**src/rtl/ldtc_mul.sv**
```systemverilog
module ldtc_mul (
    input  logic        i_clk,
    input  logic [31:0] i_a,
    input  logic [31:0] i_b,
    output logic [63:0] o_prod
);

    logic [63:0] r_prod;

    always_ff @(posedge i_clk) begin
        r_prod <= 64'(i_a) * 64'(i_b);
    end

    assign o_prod = r_prod;

endmodule

```
**config.mk**
```make
export PLATFORM = sky130hd
export DESIGN_NAME = ldtc_mul
export DESIGN_NICKNAME = d
export VERILOG_FILES = /design/src/rtl/ldtc_mul.sv
export SDC_FILE = /design/constraint.sdc
export NUM_CORES = 2
export LEC_CHECK = 0
export ABC_AREA = 1
export ABC_CLOCK_PERIOD_IN_PS = 6600
export BUFFER_PORTS_ARGS = -buffer_cell sky130_fd_sc_hd__buf_2
export CAP_MARGIN = 20
export CORE_MARGIN = 4
export CORE_UTILIZATION = 45
export CTS_BUF_LIST = sky130_fd_sc_hd__clkbuf_4 sky130_fd_sc_hd__clkbuf_8
export CTS_CLUSTER_SIZE = 24
export DETAILED_ROUTE_END_ITERATION = 8
export PLACE_DENSITY = 0.63
export SYNTH_ARGS = -nofsm -noshare
export SYNTH_HDL_FRONTEND = slang
export SYNTH_SLANG_ARGS = --single-unit
```
**constraint.sdc**
```tcl
create_clock -name i_clk -period 6.6 [get_ports i_clk]
set_clock_uncertainty 0.15 [all_clocks]
set_input_delay 0.33 -clock i_clk [delete_from_list [all_inputs] [get_ports i_clk]]
set_output_delay 0.33 -clock i_clk [all_outputs]
set_load 0.05 [all_outputs]
```
## Yosys cells after proc, flatten, opt, wreduce, memory -nomap -nowiden

Index checks and enable logic that the tools add are counted.

| word-level totals | value |
|---|---|
| bits in registers | 64 |
| latch bits | 0 |
| RAM bits | 0 |
| ROM bits | 0 |
| bits of input ports | 65 |
| output and inout bits | 64 |
| word-level logic and storage cells | 2 |
| memories | 0 |

| cells by class | value |
|---|---|
| add/sub/neg operators | 0 |
| multiply operators | 1 |
| div/mod/pow operators | 0 |
| magnitude comparators | 0 |
| equality and inequality tests | 0 |
| shifts and indexed selects | 0 |
| multiplexer cells | 0 |
| bitwise operators | 0 |
| reduce and logical (&&, ||, !) cells | 0 |

Operators with widths:

| operator | count |
|---|---|
| $mul A32 B32 Y64 | 1 |

## Longest topological paths before layout

| logic depth | value |
|---|---|
| depth in word-level cells | 1 |
| mapped depth | 30 |
| gate-level depth less buffers | 29 |

## Worst setup path before layout

Ideal clock, no wire load.

| path | value |
|---|---|
| path type | input port to flip-flop |
| from | input i_a[25] |
| to | register r_prod[60] (netlist: o_prod[60]) |
| data arrival time | 6.032 ns |
| required time | 6.338 ns |
| path slack | 0.306 ns |
| cell stages on the path | 26 |
| path through | clkbuf_1 nand2_1 fa_1 inv_1 fa_1 inv_1 fa_1 inv_1 fa_1 fa_1 fa_1 fa_1 inv_1 fa_1 inv_1 ha_1 nand2_1 nand2_1 a21oi_1 nand2_1 nand2_1 nand2_1 a21oi_1 nand2_1 nand2_1 nand2_1 |

| between the ends | value |
|---|---|
| longest elaborated chain between the ends | 1 |

Ends and longest elaborated chain:

| what | RTL line | source |
|---|---|---|
| start, declared | 3 | `input logic [31:0] i_a,` |
| $mul A32 B32 Y64 | 11 | `r_prod <= 64'(i_a) * 64'(i_b);` |
| end signal, assigned | 11 |  |
| end, declared | 8 | `logic [63:0] r_prod;` |

Every way passes these cells.

## Final worst setup path

| path | value |
|---|---|
| from | input i_b[17] |
| to | register r_prod[57] (netlist: o_prod[57]) |

| between the ends | value |
|---|---|
| longest elaborated chain between the ends | 1 |

Ends and longest elaborated chain:

| what | RTL line | source |
|---|---|---|
| start, declared | 4 | `input logic [31:0] i_b,` |
| $mul A32 B32 Y64 | 11 |  |

Every way passes these cells.

==> qor.yml <==
sta:
  hold_viol_final: 0
  period_share: 0.975
  slew_headroom: 0.697
  setup_ws_ns: 0.168
  rsz0062_at_grt: "yes"
  drv_slew: 0
  setup_viol: 0
  fin_setup_tns_ns: 0
  worstMarginPinSlew_ns: 0.455
  fmax_ghz: 0.155
  min_period_ns: 6.43
global_routing:
  grt-ovfl-total: 0
  grt_pass1_wl_um: 169000
  grt_usage: 0.243
  grt_pass1_vias: 31775
  antenna_found_initial: 3
  grt_max_degree: 25
min_path:
  min_to: "o_prod[0]"
  min_path_cells: 3
  hold_start: "i_b[0]"
  hold_class: "input pin to flip-flop"
placed_design:
  dp_hpwl_um: 92600
  place_congestion: 0.913
  placed_area_um2: 41500
  port-buffer-count: 128
  pre_cts_slack_ns: -0.672
die:
  dieHeight_um: 296
  core_um2: 82200
  num_rows: 105
  fp.dieW_um: 296
  initial_core_util: 0.455
  ioPinCount: 129
  dieArea_um2: 87800
critical_path:
  cp_slowest_cell: "fa_1"
  cp_max_fo: 12
  arrival_ns: 6.54
  crit_required_ns: 6.71
  critical-path-top-delay-family: "adder cells"
  critPathMostFrequentCell: "fa_1"
  slowest_delay_ns: 0.60
  crit_buf_inv: 7
  path_class: "input pin to flip-flop"
  cp-end-kind: "flip-flop"
  cp-start-kind: "input pin"
synth:
  synthArstFlopShare: 0
  synth_top_area_frac: 0.480
  yosys.area.top_type: "fa_1"
  synth_common_cells: "inv_1 (1723), nand2_1 (1566), fa_1 (896)"
  ys_warn_count: 0
  synth_area_per_cell_um2: 7.45
  synth_area_um2: 37400
  synth_cell_types: 23
  ys_seq_elements: 64
  synth_edf_count: 0
  syn_inst: 5023
  synthesis.nets: 6247
  yosysMostFrequentCell: "inv_1"
  synthTopCellsByArea: "fa_1 (48%), inv_1 (17%), nand2_1 (16%), ha_1 (8.8%), dfxtp_1 (3.4%)"
  synthFlopType: "dfxtp_1"
  synth-seq-area-share: 0.0343
final_layout:
  largest_reg_flops: 64
  stdcell_area_um2: 42100
  final_util: 0.512
  final_nets: 6519
  drive_above_1_share: 0.113
  area_growth_syn_to_layout_pct: 12.5
cts:
  htreeDepth: 3
  clk_pin_slew_ns: 0.10
  cts_root_buf: "clkbuf_8"
  cts_inserted_buffers: 9
  clockBufferDepth: 2
  cts_hold_buffers: 0
  cts_tree: "yes"
  cts.sinks: 64
route:
  drtIter0Drc: 1626
  via_count: 30057
  route.detailed.drc: 0
  post_drt_wl_per_cell_um: 16.1
  drt_wl_total_um: 103000
  avgViaCountPerCell: 4.72
  ant_nets: 0
  firstDrtPassIters: 5
run:
  maxCapViolCount: 0
status:
  status: "complete, no violations"
[repair_timing]
item,4_1_cts,5_1_grt
pin swaps,1,12
resized for setup,11,100
buffers inserted,0,1
endpoints found under the setup margin,1,39
[tightest hold or removal path: stages]
cell     delay, ns
buf_2         0.23
nand2_1       0.12
inv_1         0.03
[how the worst max path moves through the flow]
stage	end	start	cells after the start
6_report	o_prod[57]	i_b[17]	25
5_1_grt	o_prod[57]	i_b[17]	28
4_1_cts	o_prod[34]	i_b[7]	26
3_5_place_dp	o_prod[34]	i_b[8]	26
3_3_place_gp	o_prod[34]	i_b[8]	26
2_1_floorplan	o_prod[60]	i_a[25]	26
[area by class of cell]
type	instances	area, um^2
Sequential cell	64	1280
Clock buffer	9	124
Inverter	1735	6510
Clock inverter	7	103
Tap cell	1070	1340
Fill cell	8044	40100
Timing Repair Buffer	453	3550
Multi-Input combinational cell	3032	29200
Antenna cell	2	5.00
[metal layers]
layer  routed length [um]  part of all wire  vias up  global-route usage
li1                     -                 -    14158                   -
met1                43500              0.42    14956               0.330
met2                51900              0.51      802               0.436
met3                 5060             0.049      139              0.0156
met4                 2210             0.022        2              0.0439
met5                   13           0.00013        -                   0
[logic make-up (layout without fill, tap and decap cells)]
family          after synthesis  in the layout  synth area share
compound gates               57             57           0.00853
xor+xnor                     35             35           0.00820
fa+ha+maj                  1159           1159             0.568
buf+inv                    1927           2204             0.193
flops                        64             64            0.0343
other cells                   0              2                 0
simple gates               1781           1781             0.188
[cell usage in the layout (no fill, tap or decap), types with 6 or more instances in the layout]
cell type	netlist	routed
buf_2	0	101
inv_2	12	12
clkbuf_4	0	15
nor2_1	81	63
a21oi_1	43	33
ha_1	263	247
clkbuf_8	0	9
ha_2	0	6
fa_1	896	888
nor3_1	11	10
buf_4	0	301
nand3_1	56	56
a21oi_2	0	10
nand3_2	9	9
nor2_2	14	31
nor3_2	6	7
dfxtp_1	64	64
nand2_1	1566	1556
o21bai_1	11	11
inv_1	1723	1723
xor2_1	33	32
nor2_4	6	7
nand4_1	16	16
buf_12	0	30
ha_4	0	10
fa_2	0	8
nand2_2	15	25
buf_6	0	6
[per-stage QoR]
stage | instances | hold WS (ns)
floorplan | 5023 | 0.278
global placement | 6353 | 0.629
detailed placement | 6353 | 0.625
CTS | 6369 | 0.216
global route | 6370 | 0.235
finish | 6372 | 0.230
Power is left out: the tool's default activity adds up to more than one toggle a clock period on the data nets, which glitch-free logic cannot reach.
