[config.mk]
export PLATFORM = sky130hd
export DESIGN_NAME = ldtc_div
export DESIGN_NICKNAME = d
export VERILOG_FILES = /design/src/rtl/ldtc_pkg.sv /design/src/rtl/ldtc_div.sv
export SDC_FILE = /design/constraint.sdc
export NUM_CORES = 1
export LEC_CHECK = 0
export ABC_AREA = 1
export BUFFER_PORTS_ARGS = -buffer_cell sky130_fd_sc_hd__buf_2
export CAP_MARGIN = 20
export CELL_PAD_IN_SITES_DETAIL_PLACEMENT = 2
export CELL_PAD_IN_SITES_GLOBAL_PLACEMENT = 2
export CORE_MARGIN = 10
export CORE_UTILIZATION = 32
export CTS_BUF_LIST = sky130_fd_sc_hd__clkbuf_8 sky130_fd_sc_hd__clkbuf_16
export CTS_CLUSTER_DIAMETER = 30
export DETAILED_ROUTE_END_ITERATION = 10
export PLACE_DENSITY_LB_ADDON = 0.1
export SLEW_MARGIN = 20
export SYNTH_ARGS = -nofsm -noshare
export SYNTH_HDL_FRONTEND = slang
export SYNTH_SLANG_ARGS = --single-unit
[constraint.sdc]
create_clock -name i_clk -period 5.81 [get_ports i_clk]
set_clock_uncertainty 0.15 [all_clocks]
set_input_delay 0.2905 -clock i_clk [delete_from_list [all_inputs] [get_ports i_clk]]
set_output_delay 0.2905 -clock i_clk [all_outputs]
set_load 0.1 [all_outputs]
[src/rtl/ldtc_pkg.sv]
package ldtc_pkg;

    localparam logic [16:0] THR_FULL = 17'h10000;

    localparam logic [1:0] CLAMP_NONE = 2'd0;
    localparam logic [1:0] CLAMP_ZERO = 2'd1;
    localparam logic [1:0] CLAMP_FULL = 2'd2;

    localparam logic [2:0] REG_LAW_MODE   = 3'd0;
    localparam logic [2:0] REG_PLANET_RAD = 3'd1;
    localparam logic [2:0] REG_GM_THRUST  = 3'd2;
    localparam logic [2:0] REG_DRY_MASS   = 3'd3;
    localparam logic [2:0] REG_FUEL_MASS  = 3'd4;
    localparam logic [2:0] REG_GAIN_PROP  = 3'd5;
    localparam logic [2:0] REG_GAIN_SEC   = 3'd6;
    localparam logic [2:0] REG_SET_POINT  = 3'd7;

    // 5000 m in Q24.8, and (200 m/s)^2 in Q.32
    localparam logic signed [33:0] CHUTE_ALT = 34'sd1280000;
    localparam logic [63:0]        CHUTE_V2  = 64'd171798691840000;

    localparam logic [60:0] DELTA_CAP = 61'h1000_0000_0000_0000;

    localparam logic [6:0] ROOT_STEPS = 7'd32;
    localparam logic [6:0] VR_STEPS   = 7'd64;
    localparam logic [6:0] DLT_STEPS  = 7'd60;

    typedef struct packed {
        logic        law_mode;
        logic [30:0] planet_radius;
        logic [39:0] gm_over_max_thrust;
        logic [23:0] dry_mass;
        logic [23:0] full_fuel_mass;
        logic [23:0] gain_prop;
        logic [23:0] gain_second;
        logic [31:0] set_point;
    } t_cfg;

    typedef struct packed {
        logic        start;
        logic        is_root;
        logic [63:0] rem0;
        logic [63:0] num;
        logic [63:0] den;
        logic [6:0]  steps;
    } t_div_req;

    typedef struct packed {
        logic        done;
        logic [63:0] quo;
    } t_div_rsp;

endpackage

[src/rtl/ldtc_div.sv]
module ldtc_div import ldtc_pkg::*; (
    input  logic     i_clk,
    input  logic     i_rst_n,
    input  t_div_req i_req,
    output t_div_rsp o_rsp
);

    logic [6:0]  r_cnt;
    logic        r_done;
    logic        r_root;
    logic [63:0] r_rem;
    logic [63:0] r_num;
    logic [63:0] r_den;
    logic [63:0] r_quo;

    logic [64:0] rem_sh;
    logic [64:0] trial;
    logic [64:0] diff;
    logic        fits;

    // one restoring step: a quotient bit for division, a root bit for square root
    always_comb begin
        if (r_root) begin
            rem_sh = {r_rem[62:0], r_num[63:62]};
            trial  = {1'b0, r_quo[61:0], 2'b01};
        end else begin
            rem_sh = {r_rem, r_num[63]};
            trial  = {1'b0, r_den};
        end
        diff = rem_sh - trial;
        fits = (rem_sh >= trial);
    end

    always_ff @(posedge i_clk) begin
        if (!i_rst_n) begin
            r_cnt  <= '0;
            r_done <= 1'b0;
        end else begin
            r_done <= 1'b0;
            if (i_req.start) begin
                r_cnt <= i_req.steps;
            end else if (r_cnt != 7'd0) begin
                r_cnt <= r_cnt - 7'd1;
                if (r_cnt == 7'd1) begin
                    r_done <= 1'b1;
                end
            end
        end
    end

    always_ff @(posedge i_clk) begin
        if (i_req.start) begin
            r_root <= i_req.is_root;
            r_rem  <= i_req.rem0;
            r_num  <= i_req.num;
            r_den  <= i_req.den;
            r_quo  <= '0;
        end else if (r_cnt != 7'd0) begin
            r_rem <= fits ? diff[63:0] : rem_sh[63:0];
            r_quo <= {r_quo[62:0], fits};
            r_num <= r_root ? {r_num[61:0], 2'b00} : {r_num[62:0], 1'b0};
        end
    end

    assign o_rsp.done = r_done;
    assign o_rsp.quo  = r_quo;

endmodule

; Word-level counts from Yosys, hierarchy flattened
; Index checks and enable logic that the tools add are counted.
[totals]
reg_bits = 265
latchBits = 0
ram_bits = 0
romBits = 0
inputBits = 203
n_memories = 0
[op_classes]
addsub = 2
multipliers = 0
div_mod_pow = 0
magnitude_cmp = 1
eq_ne = 1
n_shift = 0
muxes = 11
n_bitwise = 2
n_reduce_logical = 3
[op_table]
columns = op, count
row1 = $mux 64, 7
row2 = $ge 65x64->1, 1
row3 = $mux 65, 1
row4 = $sub 64x64->64, 1
row5 = $mux 7, 2
row6 = $eq 7x1->1 const B, 1
row7 = $reduce_bool 7->1, 1
row8 = $sub 7x1->7 const B, 1
row9 = $reduce_or 3->1, 1
row10 = $not 1->1, 2
row11 = $reduce_bool 2->1, 1
row12 = $mux 1, 1

; Logic depth before layout (Yosys ltp)
[depth]
word_depth = 5
mapped_depth = 26

; Worst setup path after synthesis
; Ideal clock, no wire load.
[synth_timing]
kind = register to register
startpoint = register r_cnt[0]
endpoint = register r_num[0] (enable)
arrival_time_ns = 4.640
path_slack_ns = 0.476
path_stages_with_launch = 9
synth_period_minus_slack_ns = 5.334
cell_sequence = dfxtp_1 -> inv_1 -> ha_1 -> nand2_1 -> nor2_1 -> nand2_1 -> nor2_1 -> inv_2 -> clkbuf_1
[synth_between]
elab_chain_cells = 2
[synth_lines]
columns = element, line
row1 = from (decl), ldtc_div.sv:8  ; logic [6:0] r_cnt;
row2 = from (signal assigned), ldtc_div.sv:41  ; r_cnt <= i_req.steps;
row3 = from (signal assigned), ldtc_div.sv:43  ; r_cnt <= r_cnt - 7'd1;
row4 = $reduce_bool 7->1, ldtc_div.sv:58  ; end else if (r_cnt != 7'd0) begin
row5 = $reduce_bool 2->1 (no line), n/a
row6 = to (signal assigned), ldtc_div.sv:55  ; r_num <= i_req.num;
row7 = to (signal assigned), ldtc_div.sv:61  ; r_num <= r_root ? {r_num[61:0], 2'b00} : {r_num[62:0], 1'b0};
row8 = to (decl), ldtc_div.sv:12  ; logic [63:0] r_num;
; No other way between the ends.
; A chain may end at the register's enable or synchronous reset.

; Final worst setup path
[layout_timing]
startpoint = register r_root
endpoint = register r_rem[6], data pin
[layout_between]
elab_chain_cells = 5
word_cells_on_any_way = 7
cone_classes = add/sub (1) / order compare (1) / mux (5)
[layout_lines]
columns = element, line
row1 = from (decl), ldtc_div.sv:10  ; logic r_root;
row2 = from (signal assigned), ldtc_div.sv:53  ; r_root <= i_req.is_root;
row3 = $mux 65 / $mux 64 (equally long branches), ldtc_div.sv:23  ; if (r_root) begin
row4 = $sub 64x64->64 / $ge 65x64->1 (equally long branches), "ldtc_div.sv:30, ldtc_div.sv:31"
row5 = $mux 64 (*), ldtc_div.sv:59  ; r_rem <= fits ? diff[63:0] : rem_sh[63:0];
row6 = $mux 64 (*), ldtc_div.sv:58
row7 = $mux 64 (*), ldtc_div.sv:52  ; if (i_req.start) begin
row8 = to (signal assigned), ldtc_div.sv:54  ; r_rem <= i_req.rem0;
row9 = to (signal assigned), ldtc_div.sv:59
row10 = to (decl), ldtc_div.sv:11  ; logic [63:0] r_rem;
; Mark *: on every way between the ends. The rest lies on a longest branch, timed or not. The select of a mux whose other input is x is not followed.

==> results.yml <==
status:
  status: "completed"
sta:
  min_period_ps: 5200
  worst_slew_pin_slew_ps: 1120
  timing.setup.tns_ps: 0
  rsz0062_at_grt: "false"
  setup_violations: 0
  maxSlewViolCount: 0
  period_share: 0.896
  fmax_mhz: 192
  hold_viol_final: 0
  maxSlewHeadroom: 0.253
  fin_ws_ps: 607
setup_path:
  critical_path_cell_count: 20
  cp-end-kind: "flop"
  timing.rr.end: "r_rem[6]"
  r2r_start: "r_root"
  critPathMaxStageDelay_ps: 440
  cp-start-kind: "flop"
  cp_max_fo: 35
  crit_end: "r_rem[6]"
  cp-startpoint: "r_root"
  reg2reg_depth: 20
  timing.critical_path.slowest_stage_cell: "ha_1"
  critPathRequiredTime_ps: 6010
  cp_top_family: "simple AND/OR/NAND/NOR gates"
  cp.buffers_inverters: 4
  crit_path_cell_trace: "clkinv_2, buf_4, or2_2, o21ai_0, inv_1, ha_1, nand2_2, nor2_2, nand2_1, nor2_1, nand2_1, nor2_1, nand2_1, nand2_1, nor2_4, nand2_2, buf_4, nand2_1, nand3_1, nand2_1"
  r2r_setup_slack_ps: 610
  critPathKind: "flop to flop"
  crit_arrival_ps: 5410
  crit_path_frequent_cell: "nand2_1"
grt:
  grt_pass1_wl_um: 145000
  busiest_layer: "met2"
  grtUsageMet1: 0.309
  grt_usage: 0.274
  gr-total-overflow: 0
  use_met3: 0.0417
  grt_pass1_vias: 23748
  antenna_found_initial: 9
  grt_max_degree: 211
  use_met2: 0.511
layout:
  finish.net_count: 3485
  regArea_mm2: 0.00724
  syn2layout_area_growth_pct: 35.6
  final_common_cell: "nand2_1"
  multi_input_area_mm2: 0.00923
  fill_cells: 6690
  layout-drive-gt1-share: 0.157
  layout_common_cells: "nand2_1 (926), inv_1 (477), buf_2 (266), dlygate4sd3_1 (203), edfxtp_1 (193)"
synth:
  synth.distinct_cells: 39
  synth_top_area_share: 0.309
  yosysWarnings: 0
  async_flop_share: 0
  synth_nets: 3029
  synthCells: 2759
  yosys_register_bits: 265
  synth_edf_count: 193
  synth_area_leader_cell: "edfxtp_1"
  yosys_most_used_dff: "edfxtp_1"
  yosysSeqAreaShare: 0.386
  syn_area_mm2: 0.0188
  synth_area_leaders: "edfxtp_1 (31%), nand2_1 (19%), inv_1 (9.3%)"
  avgSynthCellArea_um2: 6.80
clocking:
  insertion_delay_ps: 640
  cts_made_buffers: 76
  cts_tree: "built"
  clkTransAtPathRegs_ps: 60
  postCtsSetupBuffers: 0
  h-tree-depth: 3
  clock-root-buffer: "clkbuf_16"
  cts_buffer_depth: 3
  cts_resized: 0
  cts_sinks: 265
floorplanning:
  start_util: 0.324
  die_x_um: 262
  dieArea_mm2: 0.0687
  core_area_mm2: 0.0579
  die_h_um: 262
  io_pins: 268
  rows: 88
placed_design:
  portBuffers: 267
  gp_congestion: 0.874
  hpwl_um: 59800
  pre_cts_ws_ps: 996
job:
  drv_cap: 0
routing:
  vias: 21043
  drc: 0
  drtIter0Drc: 1291
  ant_nets: 0
  wl_per_cell_um: 25.4
  via_per_inst: 5.19
  first_pass_iters: 5
  finalWirelength_um: 103000
power:
  cellPowerDensity_mw_per_mm2: 504
  ir_worst_vdd_v: 0.000313
  power.leakage_nw: 12.7
worst_hold_path:
  hold_path.class: "primary input to flop"
worst min-delay path by stage:
stage,from,end,slack [ps],cells after the start
after CTS,i_req[200],r_den[62],90,1
final,i_req[200],r_den[58],120,1
after global placement,r_cnt[5],r_cnt[5],310,2
after global routing,i_req[200],r_den[58],130,1
after floorplan,i_req[7],r_den[0],240,0
after detailed placement,i_req[10],r_den[3],320,1
cell usage after synthesis, types with 4 or more instances:
cell type,instances
nand2_1,927
inv_1,463
edfxtp_1,193
a21oi_1,182
nor2_1,167
nand3_1,165
o21ai_0,147
dfxtp_1,72
or2_2,67
ha_1,66
clkbuf_1,63
o22ai_1,62
xnor2_1,30
buf_2,20
nand3b_1,16
nand4_1,16
buf_6,12
nor3_1,12
nand2_2,11
nand3_2,11
nor2_2,11
buf_1,7
inv_2,7
o21bai_1,7
buf_4,5
and2_1,4
power by group:
part	leakage, nW	internal, W	switching, W	total, W
clock network	1.38	0.00307	0.00152	0.00459
registers	2.56	0.00247	0.000229	0.00270
logic	8.72	0.00169	0.00385	0.00553
metrics by stage:
| stage | area [um^2] | hold slack (ps) | power [W] | util | instances |
|---|---|---|---|---|---|
| after global routing | 25400 | 129 | 0.0136 | 0.439 | 4055 |
| after global placement | 20700 | 310 | 0.00761 | 0.357 | 3699 |
| after CTS | 25400 | 92.4 | 0.0123 | 0.439 | 4043 |
| after detailed placement | 20700 | 319 | 0.00774 | 0.357 | 3699 |
| after floorplan | 18800 | 239 | 0.00611 | - | 2759 |
| final | 25400 | 122 | 0.0128 | 0.439 | 4055 |
flip-flops by register name, summed over array words and instances, names as in the netlist:
| name | flops |
|---|---|
| r_cnt | 7 |
| r_den | 64 |
| r_done | 1 |
| r_num | 64 |
| r_quo | 64 |
| r_rem | 64 |
| r_root | 1 |
per-layer routing:
| layer | routed length [um] | vias to the layer above | part of all wire |
|---|---|---|---|
| met5 | 7 | - | 0.000068 |
| met1 | 39500 | 10427 | 0.38 |
| met3 | 4620 | 248 | 0.045 |
| met4 | 4790 | 2 | 0.046 |
| li1 | - | 9706 | - |
| met2 | 54200 | 660 | 0.53 |
cells by family (layout without fill, tap and decap cells):
| logic type | after synthesis | count (layout) | share of synthesized area |
|---|---|---|---|
| other | 0 | 12 | 0 |
| XOR/XNOR | 32 | 32 | 0.0149 |
| multiplexers | 1 | 1 | 0.000534 |
| flip-flops | 265 | 265 | 0.386 |
| AO/OA/AOI/OAI | 404 | 404 | 0.114 |
| AND/OR/NAND/NOR | 1412 | 1412 | 0.317 |
| buffers and inverters | 578 | 1097 | 0.123 |
| adder cells (fa/ha/maj) | 67 | 67 | 0.0451 |
repair_timing:
item                                   in CTS  in global routing
hold buffers                              203                  0
endpoints found under the hold margin     201                  0
setup endpoints to repair                   0                  0
final cells by class:
class,instances,area share
multi-input cells,1916,0.363
flip-flops and latches,265,0.285
repair buffers,485,0.138
clock buffers,87,0.0812
inverters,471,0.0698
well taps,765,0.0376
clock inverters,54,0.0253
diodes,12,0.00118
Note: power is estimated with default switching activity, not from simulation.
